--- src/hdl/akfr_pkg.sv ---
// Shared types and constants for the acknowledgement frame receiver with retry.
// Holds operation and event codes, register indexes and the configuration struct.
// No dependencies.
`timescale 1ns / 1ps
`default_nettype none

package akfr_pkg;

  // Operation codes of an input word
  typedef enum logic [1:0] {
    OP_START = 2'd0,
    OP_BYTE  = 2'd1,
    OP_TICK  = 2'd2,
    OP_NONE  = 2'd3
  } akfr_op_t;

  // Event codes of a result word
  typedef enum logic [1:0] {
    EV_SEND = 2'd0,
    EV_REF1 = 2'd1,
    EV_REF2 = 2'd2,
    EV_FAIL = 2'd3
  } akfr_ev_t;

  // Configuration register indexes
  typedef enum logic [2:0] {
    REG_FLAG_BYTE     = 3'd0,
    REG_REF1_ADDRESS  = 3'd1,
    REG_REF1_CONTROL  = 3'd2,
    REG_REF2_ENABLE   = 3'd3,
    REG_REF2_ADDRESS  = 3'd4,
    REG_REF2_CONTROL  = 3'd5,
    REG_TIMEOUT_TICKS = 3'd6,
    REG_MAX_TRIES     = 3'd7
  } akfr_reg_t;

  // Reset values of the registers
  localparam logic [7:0] FLAG_BYTE_RST     = 8'd126;
  localparam logic [7:0] REF1_ADDRESS_RST  = 8'd3;
  localparam logic [7:0] REF1_CONTROL_RST  = 8'd7;
  localparam logic       REF2_ENABLE_RST   = 1'b0;
  localparam logic [7:0] REF2_ADDRESS_RST  = 8'd1;
  localparam logic [7:0] REF2_CONTROL_RST  = 8'd11;
  localparam logic [7:0] TIMEOUT_TICKS_RST = 8'd3;
  localparam logic [3:0] MAX_TRIES_RST     = 4'd3;

  // Register file contents as seen by the datapath
  typedef struct packed {
    logic [7:0] flag_byte;
    logic [7:0] ref1_address;
    logic [7:0] ref1_control;
    logic       ref2_enable;
    logic [7:0] ref2_address;
    logic [7:0] ref2_control;
    logic [7:0] timeout_ticks;
    logic [3:0] max_tries;
  } akfr_cfg_t;

endpackage : akfr_pkg

`default_nettype wire

--- src/hdl/akfr_cfg_regs.sv ---
// Configuration register file of the acknowledgement frame receiver.
// Depends on akfr_pkg for register indexes, reset values and the config struct.
`timescale 1ns / 1ps
`default_nettype none

module akfr_cfg_regs
  import akfr_pkg::*;
(
  input  wire logic       clk,
  input  wire logic       rst_n,
  input  wire logic       wr_en,
  input  wire logic [2:0] wr_index,
  input  wire logic [7:0] wr_data,
  output akfr_cfg_t       cfg
);

  akfr_cfg_t cfg_r;
  akfr_cfg_t cfg_nxt;

  // Decode one register write
  always_comb begin
    cfg_nxt = cfg_r;
    if (wr_en) begin
      case (akfr_reg_t'(wr_index))
        REG_FLAG_BYTE:     cfg_nxt.flag_byte     = wr_data;
        REG_REF1_ADDRESS:  cfg_nxt.ref1_address  = wr_data;
        REG_REF1_CONTROL:  cfg_nxt.ref1_control  = wr_data;
        REG_REF2_ENABLE:   cfg_nxt.ref2_enable   = wr_data[0];
        REG_REF2_ADDRESS:  cfg_nxt.ref2_address  = wr_data;
        REG_REF2_CONTROL:  cfg_nxt.ref2_control  = wr_data;
        REG_TIMEOUT_TICKS: cfg_nxt.timeout_ticks = wr_data;
        REG_MAX_TRIES:     cfg_nxt.max_tries     = wr_data[3:0];
        default:           cfg_nxt = cfg_r;
      endcase
    end
  end

  always_ff @(posedge clk) begin
    if (!rst_n) begin
      cfg_r.flag_byte     <= FLAG_BYTE_RST;
      cfg_r.ref1_address  <= REF1_ADDRESS_RST;
      cfg_r.ref1_control  <= REF1_CONTROL_RST;
      cfg_r.ref2_enable   <= REF2_ENABLE_RST;
      cfg_r.ref2_address  <= REF2_ADDRESS_RST;
      cfg_r.ref2_control  <= REF2_CONTROL_RST;
      cfg_r.timeout_ticks <= TIMEOUT_TICKS_RST;
      cfg_r.max_tries     <= MAX_TRIES_RST;
    end else begin
      cfg_r <= cfg_nxt;
    end
  end

  assign cfg = cfg_r;

endmodule : akfr_cfg_regs

`default_nettype wire

--- src/hdl/akfr_frame_rx.sv ---
// Five-phase frame receiver: flag, address, control, BCC, flag.
// Depends on akfr_pkg for the config struct type of the cfg port.
`timescale 1ns / 1ps
`default_nettype none

module akfr_frame_rx
  import akfr_pkg::*;
(
  input  wire logic       clk,
  input  wire logic       rst_n,
  input  wire logic       byte_en,    // one received byte to consume
  input  wire logic       clear,      // back to awaiting flag
  input  wire logic [7:0] rx_byte,
  input  akfr_cfg_t       cfg,
  output logic            frame_done, // closing flag seen this byte
  output logic [7:0]      held_address,
  output logic [7:0]      held_control
);

  typedef enum logic [2:0] {
    PH_START = 3'd0,
    PH_ADDR  = 3'd1,
    PH_CTRL  = 3'd2,
    PH_BCC   = 3'd3,
    PH_CLOSE = 3'd4
  } phase_t;

  phase_t     phase_r, phase_nxt;
  logic [7:0] addr_r, addr_nxt;
  logic [7:0] ctrl_r, ctrl_nxt;
  logic       is_flag;

  assign is_flag = (rx_byte == cfg.flag_byte);

  // Phase decode for one byte
  always_comb begin
    phase_nxt  = phase_r;
    addr_nxt   = addr_r;
    ctrl_nxt   = ctrl_r;
    frame_done = 1'b0;
    if (clear) begin
      phase_nxt = PH_START;
    end else if (byte_en) begin
      case (phase_r)
        PH_START: begin
          if (is_flag) phase_nxt = PH_ADDR;
        end
        PH_ADDR: begin
          if (!is_flag) begin
            addr_nxt  = rx_byte;
            phase_nxt = PH_CTRL;
          end
        end
        PH_CTRL: begin
          if (is_flag) begin
            phase_nxt = PH_ADDR;
          end else begin
            ctrl_nxt  = rx_byte;
            phase_nxt = PH_BCC;
          end
        end
        PH_BCC: begin
          if (is_flag)                           phase_nxt = PH_ADDR;
          else if (rx_byte == (addr_r ^ ctrl_r)) phase_nxt = PH_CLOSE;
          else                                   phase_nxt = PH_START;
        end
        PH_CLOSE: begin
          phase_nxt  = PH_START;
          frame_done = is_flag;
        end
        default: phase_nxt = PH_START;
      endcase
    end
  end

  always_ff @(posedge clk) begin
    if (!rst_n) begin
      phase_r <= PH_START;
      addr_r  <= 8'd0;
      ctrl_r  <= 8'd0;
    end else begin
      phase_r <= phase_nxt;
      addr_r  <= addr_nxt;
      ctrl_r  <= ctrl_nxt;
    end
  end

  assign held_address = addr_r;
  assign held_control = ctrl_r;

  // A frame completes only out of the closing-flag phase
  a_done_from_close: assert property (@(posedge clk) disable iff (!rst_n)
    frame_done |-> (phase_r == PH_CLOSE) && byte_en && !clear)
    else $error("frame completed outside closing phase");

  // After a clear the receiver awaits a flag
  a_clear_to_start: assert property (@(posedge clk) disable iff (!rst_n)
    clear |=> (phase_r == PH_START))
    else $error("receiver not back at start after clear");

  // Closing phase is reached only with a good BCC
  a_close_bcc: assert property (@(posedge clk) disable iff (!rst_n)
    (byte_en && !clear && phase_r == PH_BCC && !is_flag && rx_byte != (addr_r ^ ctrl_r))
      |=> (phase_r == PH_START))
    else $error("bad BCC did not reset receiver");

endmodule : akfr_frame_rx

`default_nettype wire

--- src/hdl/ack_frame_receiver_with_retry_top.sv ---
// Top level of the stop-and-wait acknowledgement receiver with retry.
// Depends on akfr_pkg, akfr_cfg_regs and akfr_frame_rx.
//
// Usage:
//   Input channel (in_valid/in_ready): one word per command, in_operation
//   0 = start send, 1 = received byte in in_rx_byte, 2 = timer tick.
//   Result channel (out_valid/out_ready): out_event_res 0 = transmit frame,
//   1 = reference 1 matched, 2 = reference 2 matched, 3 = failed.
//   Many words give no result; a word gives at most one.
//   Config channel (cfg_valid/cfg_ready): cfg_index selects one of eight
//   registers, cfg_data is the value; always ready. Write only while idle.
// Timing:
//   A word is registered on accept and processed once the output register can
//   take its result, which is registered there. One word per cycle is sustained
//   while results are taken, set by the single input and output register pair.
// Reset (rst_n low, synchronous): registers to defaults, idle, no result.
// Stall: a held result that is not taken blocks processing of the next
//   word; in_ready drops once the input register is also full.
`timescale 1ns / 1ps
`default_nettype none

module ack_frame_receiver_with_retry_top
  import akfr_pkg::*;
(
  input  wire logic       clk,
  input  wire logic       rst_n,
  input  wire logic       in_valid,
  output logic            in_ready,
  input  wire logic [1:0] in_operation,
  input  wire logic [7:0] in_rx_byte,
  output logic            out_valid,
  input  wire logic       out_ready,
  output logic [1:0]      out_event_res,
  input  wire logic       cfg_valid,
  output logic            cfg_ready,
  input  wire logic [2:0] cfg_index,
  input  wire logic [7:0] cfg_data
);

  akfr_cfg_t  cfg;

  // Input register
  logic       item_valid_r;
  akfr_op_t   op_r;
  logic [7:0] byte_r;
  logic       proc_go;

  // Exchange state
  logic       waiting_r, waiting_nxt;
  logic [3:0] tries_r, tries_nxt;
  logic [7:0] idle_r, idle_nxt;
  logic [7:0] idle_inc;

  // Result
  logic       res_valid;
  akfr_ev_t   res_ev;
  logic       out_valid_r;
  akfr_ev_t   out_ev_r;

  // Receiver hookup
  logic       rx_byte_en, rx_clear, frame_done;
  logic [7:0] held_address, held_control;
  logic       match1, match2;

  assign cfg_ready = 1'b1;

  akfr_cfg_regs u_cfg (
    .clk      (clk),
    .rst_n    (rst_n),
    .wr_en    (cfg_valid & cfg_ready),
    .wr_index (cfg_index),
    .wr_data  (cfg_data),
    .cfg      (cfg)
  );

  // Process the held word when the result register can take a result
  assign proc_go  = item_valid_r && (!out_valid_r || out_ready);
  assign in_ready = !item_valid_r || proc_go;

  always_ff @(posedge clk) begin
    if (!rst_n) begin
      item_valid_r <= 1'b0;
    end else if (in_valid && in_ready) begin
      item_valid_r <= 1'b1;
      op_r         <= akfr_op_t'(in_operation);
      byte_r       <= in_rx_byte;
    end else if (proc_go) begin
      item_valid_r <= 1'b0;
    end
  end

  akfr_frame_rx u_frame_rx (
    .clk          (clk),
    .rst_n        (rst_n),
    .byte_en      (rx_byte_en),
    .clear        (rx_clear),
    .rx_byte      (byte_r),
    .cfg          (cfg),
    .frame_done   (frame_done),
    .held_address (held_address),
    .held_control (held_control)
  );

  assign idle_inc = idle_r + 8'd1;
  assign match1   = (held_address == cfg.ref1_address) && (held_control == cfg.ref1_control);
  assign match2   = cfg.ref2_enable && (held_address == cfg.ref2_address)
                    && (held_control == cfg.ref2_control);

  // Exchange control for one word
  always_comb begin
    waiting_nxt = waiting_r;
    tries_nxt   = tries_r;
    idle_nxt    = idle_r;
    rx_byte_en  = 1'b0;
    rx_clear    = 1'b0;
    res_valid   = 1'b0;
    res_ev      = EV_SEND;
    if (proc_go) begin
      case (op_r)
        OP_START: begin
          rx_clear  = 1'b1;
          idle_nxt  = 8'd0;
          res_valid = 1'b1;
          if (cfg.max_tries == 4'd0) begin
            waiting_nxt = 1'b0;
            tries_nxt   = 4'd0;
            res_ev      = EV_FAIL;
          end else begin
            waiting_nxt = 1'b1;
            tries_nxt   = 4'd1;
            res_ev      = EV_SEND;
          end
        end
        OP_BYTE: begin
          if (waiting_r) begin
            idle_nxt   = 8'd0;
            rx_byte_en = 1'b1;
            if (frame_done && match1) begin
              waiting_nxt = 1'b0;
              res_valid   = 1'b1;
              res_ev      = EV_REF1;
            end else if (frame_done && match2) begin
              waiting_nxt = 1'b0;
              res_valid   = 1'b1;
              res_ev      = EV_REF2;
            end
          end
        end
        OP_TICK: begin
          if (waiting_r) begin
            if (idle_inc < cfg.timeout_ticks) begin
              idle_nxt = idle_inc;
            end else begin
              // timeout: resend or give up
              idle_nxt  = 8'd0;
              rx_clear  = 1'b1;
              res_valid = 1'b1;
              if (tries_r < cfg.max_tries) begin
                tries_nxt = tries_r + 4'd1;
                res_ev    = EV_SEND;
              end else begin
                waiting_nxt = 1'b0;
                res_ev      = EV_FAIL;
              end
            end
          end
        end
        default: ;
      endcase
    end
  end

  always_ff @(posedge clk) begin
    if (!rst_n) begin
      waiting_r <= 1'b0;
      tries_r   <= 4'd0;
      idle_r    <= 8'd0;
    end else begin
      waiting_r <= waiting_nxt;
      tries_r   <= tries_nxt;
      idle_r    <= idle_nxt;
    end
  end

  // Output register
  always_ff @(posedge clk) begin
    if (!rst_n) begin
      out_valid_r <= 1'b0;
    end else if (proc_go && res_valid) begin
      out_valid_r <= 1'b1;
      out_ev_r    <= res_ev;
    end else if (out_ready) begin
      out_valid_r <= 1'b0;
    end
  end

  assign out_valid     = out_valid_r;
  assign out_event_res = out_ev_r;

  // Results other than start only come while waiting
  a_result_needs_wait: assert property (@(posedge clk) disable iff (!rst_n)
    (proc_go && res_valid) |-> (op_r == OP_START) || waiting_r)
    else $error("result produced while idle");

  // Match results come only from a completed frame
  a_match_from_frame: assert property (@(posedge clk) disable iff (!rst_n)
    (proc_go && res_valid && (res_ev == EV_REF1 || res_ev == EV_REF2))
      |-> (op_r == OP_BYTE) && frame_done)
    else $error("match reported without a complete frame");

  // A failure or match ends the wait
  a_end_of_wait: assert property (@(posedge clk) disable iff (!rst_n)
    (proc_go && res_valid && res_ev != EV_SEND) |=> !waiting_r)
    else $error("still waiting after final result");

  // Input stalls only with both registers full
  a_stall_cause: assert property (@(posedge clk) disable iff (!rst_n)
    !in_ready |-> item_valid_r && out_valid_r && !out_ready)
    else $error("input stalled without a full pipeline");

endmodule : ack_frame_receiver_with_retry_top

`default_nettype wire
--- config.mk ---
export PLATFORM = sky130hd
export DESIGN_NAME = ack_frame_receiver_with_retry_top
export DESIGN_NICKNAME = d
export VERILOG_FILES = /design/src/hdl/akfr_pkg.sv /design/src/hdl/akfr_cfg_regs.sv /design/src/hdl/akfr_frame_rx.sv /design/src/hdl/ack_frame_receiver_with_retry_top.sv
export SDC_FILE = /design/constraint.sdc
export NUM_CORES = 1
export LEC_CHECK = 0
export BUFFER_PORTS_ARGS = -buffer_cell sky130_fd_sc_hd__buf_4
export CAP_MARGIN = 20
export CORE_MARGIN = 1.5
export CORE_UTILIZATION = 61
export CTS_CLUSTER_SIZE = 10
export DETAILED_ROUTE_END_ITERATION = 7
export PLACE_DENSITY = 0.8
export RECOVER_POWER = 25
export SLEW_MARGIN = 20
export SYNTH_ARGS = -nofsm -noshare
export SYNTH_HDL_FRONTEND = slang
export SYNTH_SLANG_ARGS = --single-unit
--- constraint.sdc ---
create_clock -name clk -period 3.3 [get_ports clk]
set_input_delay 0.66 -clock clk [delete_from_list [all_inputs] [get_ports clk]]
set_output_delay 0.66 -clock clk [all_outputs]
set_load 0.02 [all_outputs]
==> reports/summary.txt, run 1 <==
Worst Path Max Fanout = 6
RSZ-0062 raised after global routing = no
number of synthesized flops with an enable pin = 12
gr ovfl total = 0
TritonCTS clock tree = yes
Ports = 31
first-pass GRT wire length = 18700 um
clock period minus worst slack = 2790 ps
Net Count, Synth = 615
CP required = 3600 ps
Syn Inst Count = 573
pwr dens = 403 nW/um^2
Max Slew Vio Count = 0
largest net degree at the start of global routing = 79
Final Util = 70.8%
Cell Rows = 32
Pre-Repair DR Iteration Count = 5
CTS Buf Count = 9
leakage = 2.27 nW
worst setup path class = reg2reg
CTS hold repair buffers = 0
Final setup viols = 0
CTS Sinks = 99
worst-path cell chain = and3_1, nand3_1, nor2_1, xor2_1, ha_1, a21oi_1, o21ai_1, a22oi_1, nor2_1, a32o_1, o21a_1
#FFs+latches synth = 99
Wirelength per Cell = 16.0 um
Initial DRC Count = 238
Worst-Skew Late Latency = 390 ps
Startpoint Class = flip-flop
Area growth syn-to-layout = 10.0%
WL final = 11400 um
max-cap violations = 0
worst reg2reg path startpoint = idle_r[2]
Worst path most repeated cell = nor2_1
Max transition margin = 10.0%
H-tree levels = 3
R2R depth = 11
post-cts sizing count = 0
syn_area_per_cell = 8.81 sq um
crit path launch = idle_r[2]
Crit Reg-Reg Endpoint = tries_r[2]
CTS Buffer Depth = 2
Total Routing Usage GR = 27.7%
CP Capture Type = flip-flop
ys async rst share = 0%
via count = 4014
initial antenna violation count = 0
slowest CP cell = dfxtp_1
count of cell types in the netlist = 54
total negative slack = 0 ps
hold path depth = 1
sequential fraction of the synthesis area = 41.7%
Hold WC Path Type = in2reg
total chip power = 0.00224 W
Die Y = 94.0 um
final instance area = 5550 sq um
drt drc = 0
Yosys warning total = 0
Synth Flop Type = dfxtp_1
Final GP Congestion = 0.844
Area after DPL = 5360 sq um
area of the die = 8830 sq um
Data arrival, critical path = 3090 ps
CTS root buf = clkbuf_8
HPWL after detailed placement = 8230 um
vias in the first global route = 3940
die width = 94.0 um
Worst path max stage delay = 400 ps
core area = 7850 sq um
setup slack, reg-to-reg = 510 ps
share of cells above drive strength 1 = 8.90%
Max Freq = 358 MHz
vias per std cell = 5.66
Final Hold Slack = 457 ps
Post CTS Setup Buffer Count = 0
Post-Syn Area = 5050 sq um
fin crit share = 84.6%
port bufs = 29
status = complete, no violations
worst setup path endpoint = tries_r[2]
Worst VDD drop = 0.000277 V
CTS clock-pin slew for the worst setup and hold paths = 110 ps
worst slew pin tran = 1350 ps
Nets = 644
Starting Density = 64.3%
Antenna diodes = 0
Antenna Nets Post-Route = 0
Final Skew = 18.4 ps
final hold vios = 0
[flip-flops by register name, summed over array words and instances, names as in the netlist]
| name | flops |
|---|---|
| tries_r | 4 |
| byte_r | 8 |
| waiting_r | 1 |
| u_frame_rx.phase_r | 3 |
| out_event_res | 2 |
| out_valid | 1 |
| item_valid_r | 1 |
| u_frame_rx.held_control | 8 |
| u_cfg.cfg | 53 |
| op_r | 2 |
| idle_r | 8 |
| u_frame_rx.held_address | 8 |
[power breakdown]
part,internal [W],leakage (nW),switching (W),total [W]
combinational,0.0000774,1.35,0.000103,0.000180
sequential,0.00124,0.821,0.0000223,0.00127
clock,0.000301,0.0994,0.000492,0.000793
total,0.00162,2.27,0.000617,0.00224
[final cells by class]
| cell class | instances | area, sq um |
|---|---|---|
| Multi-Input combinational cell | 442 | 2810 |
| Fill cell | 619 | 2290 |
| Sequential cell | 99 | 2100 |
| Timing Repair Buffer | 35 | 256 |
| Tap cell | 102 | 128 |
| Clock buffer | 9 | 124 |
| Clock inverter | 7 | 80.1 |
| Inverter | 15 | 56.3 |
[cell usage in the layout (no fill, tap or decap), types with 2 or more instances in the layout]
cell type / Yosys / routed
a21boi_0: 9 / 11
a21boi_1: 27 / 25
a21oi_1: 15 / 15
a31oi_1: 3 / 3
a32oi_1: 2 / 2
and2_1: 4 / 4
and3_1: 4 / 4
buf_4: 2 / 23
clkbuf_4: 0 / 10
clkbuf_8: 1 / 9
clkinv_8: 0 / 2
dfxtp_1: 87 / 87
edfxtp_1: 12 / 12
ha_1: 16 / 16
inv_1: 15 / 15
inv_8: 0 / 2
mux2i_1: 23 / 23
nand2_1: 124 / 124
nand2b_1: 7 / 7
nand3_1: 31 / 31
nand3b_1: 3 / 3
nand4_1: 9 / 9
nor2_1: 15 / 15
nor2b_1: 28 / 28
nor3_1: 8 / 8
nor4_1: 9 / 9
o21a_1: 4 / 4
o21ai_0: 3 / 3
o21ai_1: 8 / 8
or4_1: 4 / 4
xnor2_1: 35 / 35
xor2_1: 27 / 27
[kinds of logic (layout without fill, tap and decap cells)]
logic type / after synthesis / in the layout / share of synthesized area (%)
multiplexers: 23 / 23 / 4.56
buffers and inverters: 32 / 66 / 2.73
flip-flops: 99 / 99 / 41.7
AO/OA/AOI/OAI: 87 / 87 / 12.2
other: 1 / 1 / 0.0743
XOR/XNOR: 62 / 62 / 10.8
AND/OR/NAND/NOR: 253 / 253 / 24.1
adder cells (fa/ha/maj): 16 / 16 / 3.97
[cells in the mapped netlist (3+ instances only)]
| library cell | n | share of area [%] |
|---|---|---|
| nand2b_1 | 7 | 0.87 |
| ha_1 | 16 | 4.0 |
| or4_1 | 4 | 0.60 |
| a21oi_1 | 15 | 1.5 |
| nor3_1 | 8 | 0.79 |
| o21a_1 | 4 | 0.60 |
| xnor2_1 | 35 | 6.1 |
| and2_1 | 4 | 0.50 |
| a31oi_1 | 3 | 0.37 |
| nand4_1 | 9 | 1.1 |
| xor2_1 | 27 | 4.7 |
| o21ai_1 | 8 | 0.79 |
| a21boi_1 | 27 | 4.0 |
| nand2_1 | 124 | 9.2 |
| mux2i_1 | 23 | 4.6 |
| dfxtp_1 | 87 | 35 |
| nor2b_1 | 28 | 3.5 |
| nand3_1 | 31 | 3.1 |
| nor2_1 | 15 | 1.1 |
| inv_1 | 15 | 1.1 |
| a21boi_0 | 9 | 1.3 |
| clkbuf_1 | 14 | 1.0 |
| nor4_1 | 9 | 1.1 |
| and3_1 | 4 | 0.50 |
| nand3b_1 | 3 | 0.45 |
| o21ai_0 | 3 | 0.30 |
| edfxtp_1 | 12 | 7.1 |
[critical path: cells and delay by family, from the launching register on]
family | cells | cell delay (ps)
simple gates | 4 | 760
flops | 1 | 400
xor+xnor | 1 | 210
fa+ha+maj | 1 | 290
compound gates | 5 | 1040
[layer usage]
layer	global-route usage (%)	vias up	wire length (um)
li1	-	2021	-
met1	32.8	1854	4790
met2	49.9	118	5800
met3	4.61	21	540
met4	10.4	0	236
met5	0	-	0
[through the flow]
| step | setup WS [ps] | cells |
|---|---|---|
| global route | 167 | 709 |
| detailed placement | 535 | 693 |
| floorplan | 741 | 573 |
| finish | 510 | 709 |
| global placement | 616 | 693 |
| CTS | 517 | 709 |
[how the worst min path moves through the flow]
stage	startpoint	endpoint	slack [ps]
floorplan	u_cfg.cfg[10]	u_cfg.cfg[10]	440
global placement	u_cfg.cfg[10]	u_cfg.cfg[10]	450
detailed placement	u_cfg.cfg[8]	u_cfg.cfg[8]	450
CTS	in_rx_byte[6]	byte_r[6]	430
global route	in_rx_byte[6]	byte_r[6]	450
finish	in_operation[0]	op_r[0]	460
Power figures use the tool's default switching activity.
==> run 2, diff against run 1 <==
- CORE_UTILIZATION: 61 -> 55
- PLACE_DENSITY: 0.8 -> 0.76
- clock period: 3.3 -> 2.5 ns (I/O delays scaled with it)
==> run 2 against run 1 <==
Compared with the run above: the run now ends with DRC, setup timing left; critical endpoint is now idle_r[2]; wire length is 8.6% higher; core utilization is 2.5 points lower; clock skew is 8.5 ps lower; combinational power is 42% higher.
==> reports/summary.txt, run 2 (synthesized netlist as in run 1, its figures left out) <==
status = complete, but fails checks
failing checks = DRC, setup timing
Wirelength per Cell = 16.6 um (+3.8%)
Data arrival, critical path = 2790 ps (-300 ps)
final instance area = 6010 sq um (+8.3%)
Final setup viols = 1 (+1)
worst-path cell chain = ha_4, buf_6, xor2_4, ha_2, or4_4, a21o_4, buf_4, nor3_1, o21ai_1, a21boi_1
vias in the first global route = 4149 (+5.3%)
Final GP Congestion = 0.879 (+4.2%)
Ports = 31 (unchanged)
Max transition margin = 47.1% (+37 points)
CTS hold repair buffers = 0 (unchanged)
via count = 4204 (+4.7%)
share of cells above drive strength 1 = 18.3% (+9.4 points)
CP Capture Type = flip-flop
Initial DRC Count = 324 (+36%)
RSZ-0062 raised after global routing = yes
Final Skew = 9.93 ps (-8.45 ps)
worst slew pin tran = 787 ps (-563 ps)
core area = 8810 sq um (+12%)
Antenna Nets Post-Route = 0 (unchanged)
area of the die = 9760 sq um (+11%)
number of flip-flops in the largest register = 53 (unchanged)
Worst VDD drop = 0.000363 V (+31%)
Multi-input gate area = 3020 sq um (+7.4%)
worst setup path class = reg2reg
Area after DPL = 5520 sq um (+3.1%)
pwr dens = 499 nW/um^2 (+24%)
port bufs = 29 (unchanged)
Hold WC Path Type = in2reg
Antenna diodes = 0 (unchanged)
Final WS setup = -1.56 ps (-511 ps)
Worst path max stage delay = 550 ps (+150 ps)
gr ovfl total = 0 (unchanged)
Max Freq = 400 MHz (+12%)
fillers = 705 (+14%)
CTS Buffer Depth = 2 (unchanged)
Max Slew Vio Count = 0 (unchanged)
Die Y = 98.8 um (+5.1%)
Startpoint Class = flip-flop
largest net degree at the start of global routing = 76 (-3.8%)
Area growth syn-to-layout = 19.2%
die width = 98.8 um (+5.1%)
vias per std cell = 5.67 (about the same)
max-cap violations = 0 (unchanged)
H-tree levels = 3 (unchanged)
Pre-Repair DR Iteration Count = 7 (+2)
HPWL after detailed placement = 8780 um (+6.7%)
slowest CP cell = or4_4
Worst-Skew Late Latency = 370 ps (-20 ps)
CTS clock-pin slew for the worst setup and hold paths = 100 ps (about the same)
CTS Sinks = 99 (unchanged)
final hold vios = 0 (unchanged)
first-pass GRT wire length = 20000 um (+7.1%)
Nets = 671 (+4.2%)
drt drc = 2 (+2)
CP Buf/Inv Count = 2 (+2)
CP required = 2790 ps (-810 ps)
leakage = 2.44 nW (+7.2%)
TritonCTS clock tree = yes
Worst Path Max Fanout = 5 (-1)
Reg area = 2110 sq um (+0.54%)
initial antenna violation count = 0 (unchanged)
Starting Density = 57.3% (-7.0 points)
most common cell after layout, fill and taps aside = nand2_1
crit-path leading delay family = simple AND/OR/NAND/NOR gates
CTS Buf Count = 9 (unchanged)
clock period minus worst slack = 2500 ps (-289 ps)
fin crit share = 100% (+16 points)
Cell Rows = 34 (+6.3%)
commonest non-fill, non-tap cells in the layout = nand2_1 (124), dfxtp_1 (82), buf_4 (44)
WL final = 12300 um (+8.6%)
total negative slack = -1.56 ps (-1.56 ps)
Total Routing Usage GR = 25.6% (-2.1 points)
CTS root buf = clkbuf_8
-- run 2: changes by cell type in the layout (fill, tap and decap cells not counted), sizes merged --
cell      change
buf          +28
bufinv        +1
clkbuf        -1
clkinv        -2
clkinvlp      +1
-- run 2: worst paths after layout --
path / from / endpoint / slack, ps / cells past startpoint
min: in_operation[1] / op_r[1] / 320 / 1
min reg2reg: u_cfg.cfg[10] / u_cfg.cfg[10] / 460 / 2
max: idle_r[0] / idle_r[2] / -2 / 10
max reg2reg: idle_r[0] / idle_r[2] / -2 / 10
-- run 2: cell type report --
class / instances / area share, %
Clock inverter: 7 / 1.37
Sequential cell: 99 / 35.1
Timing Repair Buffer: 62 / 8.11
Multi-Input combinational cell: 442 / 50.1
Inverter: 15 / 0.936
Tap cell: 108 / 2.25
Clock buffer: 9 / 2.06
-- run 2: timing repair --
| action | 4_1_cts | 5_1_grt |
|---|---|---|
| buffers inserted | 5 | 1 |
| endpoints found under the setup margin | 28 | 36 |
| hold endpoints to repair | 0 | 0 |
| pin swaps | 12 | 13 |
| resized for setup | 25 | 29 |
-- run 2: power by group --
part | internal (W) | leakage, nW | switching [W] | total [W]
combinational | 0.000113 | 1.52 | 0.000143 | 0.000256
sequential | 0.00164 | 0.824 | 0.0000314 | 0.00167
clock | 0.000478 | 0.0984 | 0.000595 | 0.00107
total | 0.00223 | 2.44 | 0.000769 | 0.00300
-- run 2: metal layers --
layer | vias to the layer above | global-route usage [%] | share of wire (%)
met2 | 92 | 47.6 | 53
met1 | 2012 | 30.8 | 41
met5 | - | 0 | 0
li1 | 2074 | - | -
met4 | 0 | 6.37 | 2.1
met3 | 26 | 4.04 | 3.9
-- run 2: stage by stage --
stage / util (%) / hold slack [ps] / std cells / total power (W) / setup slack, ps
after floorplan: - / 435 / 573 / 0.00186 / -59.4
after global placement: 62.7 / 447 / 720 / 0.00194 / -55.3
after detailed placement: 62.7 / 447 / 720 / 0.00195 / -95.3
after CTS: 66.7 / 286 / 741 / 0.00301 / -8.95
after global routing: 68.3 / 305 / 742 / 0.00311 / -117
final: 68.3 / 321 / 742 / 0.00300 / -1.56
==> run 3, diff against run 2 <==
- ABC_AREA: default -> 1
==> run 3 against run 2 <==
Compared with the run above: non-clock buffer count decreased by 11; highest routed layer unchanged; cell area is 4.1% lower; critical path type unchanged; worst setup slack got worse by 27 ps; maximum frequency decreased by 1.1%; sequential cell count did not move; register-to-register slack worse by 30 ps; combinational power fell by 2%; the flow finishes with violations (setup timing); total power grew 1.7%; synthesized area down 3.0%; wire length down 0.54%.
==> reports/summary.txt, run 3 <==
status = complete, but fails checks
failing checks = setup timing
startpoint of the worst hold path = in_rx_byte[7]
Synth Flop Type = dfxtp_1
leakage = 2.44 nW (+0.29%)
cell taking the most area after synthesis = dfxtp_1
GR Util met3 = 4.32% (+0.27 points)
Final Hold Slack = 305 ps (-15.2 ps)
HPWL after detailed placement = 8470 um (-3.6%)
Antenna diodes = 0 (unchanged)
Worst-Skew Late Latency = 380 ps (about the same)
Yosys warning total = 0 (unchanged)
commonest non-fill, non-tap cells in the layout = nor2_1 (90), nand2_1 (89), dfxtp_1 (84)
Area growth syn-to-layout = 17.8%
port bufs = 29 (unchanged)
Max transition margin = 56.0% (+9.0 points)
CTS Buffer Depth = 2 (unchanged)
most common cell after layout, fill and taps aside = nor2_1
Finished Layout Cells = 797 (+7.4%)
final hold vios = 0 (unchanged)
TritonCTS clock tree = yes
total negative slack = -56.4 ps (-54.8 ps)
Cell Rows = 34 (unchanged)
Nets = 726 (+8.2%)
drt drc = 0 (-2)
initial antenna violation count = 0 (unchanged)
met1 Resource Use GR = 31.0% (+0.19 points)
number of synthesized flops with an enable pin = 12 (unchanged)
WL final = 12300 um (-0.54%)
Final GP Congestion = 0.941 (+7.1%)
sequential fraction of the synthesis area = 42.9% (+1.3 points)
ys async rst share = 0% (unchanged)
hold path depth = 1 (unchanged)
Max Slew Vio Count = 0 (unchanged)
worst setup path class = reg2reg
share of cells above drive strength 1 = 18.1% (-0.15 points)
routing usage on met2 = 48.0% (+0.40 points)
worst-path cell chain = nand3_2, nand3b_1, nand3b_1, xnor2_2, ha_1, a21oi_1, o21a_1, nand2_1, nand2_1, nand2_2, nand2_4, nand3_4, nand3_2, nand3_2, inv_2
Worst path max stage delay = 350 ps (-200 ps)
syn_area_per_cell = 7.73 sq um (-12%)
CTS Buf Count = 9 (unchanged)
max-cap violations = 0 (unchanged)
clock period minus worst slack = 2530 ps (+26.7 ps)
cell total after placement = 769 (+6.8%)
Worst path most repeated cell = nand3_2
Synth area leaders = dfxtp_1 (36%), edfxtp_1 (7.4%), nand2_1 (7.4%)
CP required = 2600 ps (-190 ps)
final instance area = 5770 sq um (-4.1%)
Final Util = 66.5% (-1.9 points)
#FFs+latches synth = 99 (unchanged)
H-tree levels = 3 (unchanged)
Max Freq = 396 MHz (-1.1%)
Worst Path Max Fanout = 3 (-2)
R2R depth = 15 (+5)
Final WS setup = -28.2 ps (-26.7 ps)
Net Count, Synth = 675 (+9.8%)
CTS clock-pin slew for the worst setup and hold paths = 110 ps (about the same)
Final setup viols = 2 (+1)
largest net degree at the start of global routing = 45 (-41%)
CTS root buf = clkbuf_8
fin crit share = 101% (+1.1 points)
die width = 97.4 um (-1.5%)
number of flip-flops in the largest register = 53 (unchanged)
Post-Syn Area = 4900 sq um (-3.0%)
core area = 8680 sq um (-1.4%)
GRT busiest layer = met2
crit path launch = idle_r[1]
worst slew pin tran = 654 ps (-132 ps)
Hold WC Path Type = in2reg
count of cell types in the netlist = 43 (-20%)
Worst VDD drop = 0.000382 V (+5.2%)
slowest CP cell = dfxtp_2
CP Capture Type = flip-flop
gr ovfl total = 0 (unchanged)
vias in the first global route = 4223 (+1.8%)
Die Y = 97.4 um (-1.5%)
most frequent cells after synthesis = nand2_1 (96), nor2_1 (90), dfxtp_1 (87), inv_1 (72), o21ai_0 (58)
worst reg2reg path startpoint = idle_r[1]
Ports = 31 (unchanged)
pwr dens = 529 nW/um^2 (+6.1%)
area of the die = 9480 sq um (-2.9%)
first-pass GRT wire length = 19900 um (-0.45%)
via count = 4354 (+3.6%)
RSZ-0062 raised after global routing = yes
most common cell in the netlist = nand2_1
Startpoint Class = flip-flop
Syn Inst Count = 633 (+10%)
Synth top area share = 35.6% (+1.1 points)
Final Skew = 17.9 ps (+7.97 ps)
Data arrival, critical path = 2620 ps (-170 ps)
Antenna Nets Post-Route = 0 (unchanged)
Wirelength per Cell = 15.4 um (-7.4%)
Starting Density = 56.4% (-0.89 points)
Total Routing Usage GR = 26.2% (+0.53 points)
Initial DRC Count = 202 (-38%)
Pre-Repair DR Iteration Count = 5 (-2)
vias per std cell = 5.46 (-3.6%)
Area after DPL = 5280 sq um (-4.4%)
CTS Sinks = 99 (unchanged)
## run 3: cell types whose count changed in the layout (fill, tap and decap cells not counted), moves of 7 or more
cell / change
nor2_1: +78
inv_1: +53
o21ai_0: +50
nand2_1: -35
nor2b_1: -28
a21oi_1: +26
a21boi_1: -23
mux2i_1: -21
xnor2_1: -18
a21boi_0: -12
buf_4: -7
nand2b_1: -7
nor4_1: -7
## run 3: critical path: cells and delay by family (launching register included)
| kind | cells | cell delay, ps |
|---|---|---|
| simple gates | 10 | 1070 |
| flops | 1 | 350 |
| fa+ha+maj | 1 | 310 |
| compound gates | 2 | 260 |
| xor+xnor | 1 | 160 |
| buf+inv | 1 | 80 |
## run 3: worst paths after layout
path	endpoint	slack [ps]
setup / recovery	out_event_res[0]	-30
hold / removal	byte_r[7]	310
setup reg to reg	out_event_res[0]	-30
hold reg to reg	u_cfg.cfg[6]	470
## run 3: metrics by stage
stage	total power, W	worst slack (ps)
floorplan	0.00185	62.6
global placement	0.00194	-11.4
detailed placement	0.00195	-152
CTS	0.00305	2.05
global route	0.00315	-175
finish	0.00305	-28.2
## run 3: cell type report
| cell class | instances | area (sq um) |
|---|---|---|
| flip-flops and latches | 99 | 2110 |
| well taps | 108 | 135 |
| clock inverters | 7 | 95.1 |
| repair buffers | 51 | 390 |
| inverters | 81 | 318 |
| clock buffers | 9 | 124 |
| fillers | 741 | 2910 |
| multi-input cells | 442 | 2600 |
## run 3: cells by family (layout without fill, tap and decap cells)
| family | after synthesis | after routing | synth area share (%) |
|---|---|---|---|
| other | 1 | 1 | 0.0766 |
| DFF | 99 | 99 | 42.9 |
| buffers and inverters | 94 | 148 | 7.59 |
| and+or+nand+nor | 246 | 248 | 22.4 |
| AOI/OAI and AO/OA | 134 | 134 | 15.2 |
| adders and majority gates | 16 | 16 | 4.09 |
| xor gates and xnor gates | 43 | 43 | 7.69 |
## run 3: per-layer routing
layer  share of wire, %  wire length, um  up-vias
li1                   -                -     2172
met3                5.8              710       21
met4                2.0              242        0
met1                 42             5100     2025
met5                  0                0        -
met2                 51             6230      136
## run 3: report_power, final
part / internal [W] / switching [W]
Combinational: 0.0000934 / 0.000157
Sequential: 0.00165 / 0.0000290
Clock: 0.000492 / 0.000631
Total: 0.00223 / 0.000817
## run 3: timing repair
item	in CTS	in global routing
pin swaps	10	18
setup endpoints to repair	29	37
endpoints found under the hold margin	0	0
hold buffers	0	0
buffers inserted	5	5
gates cloned	1	1
resized for setup	19	34
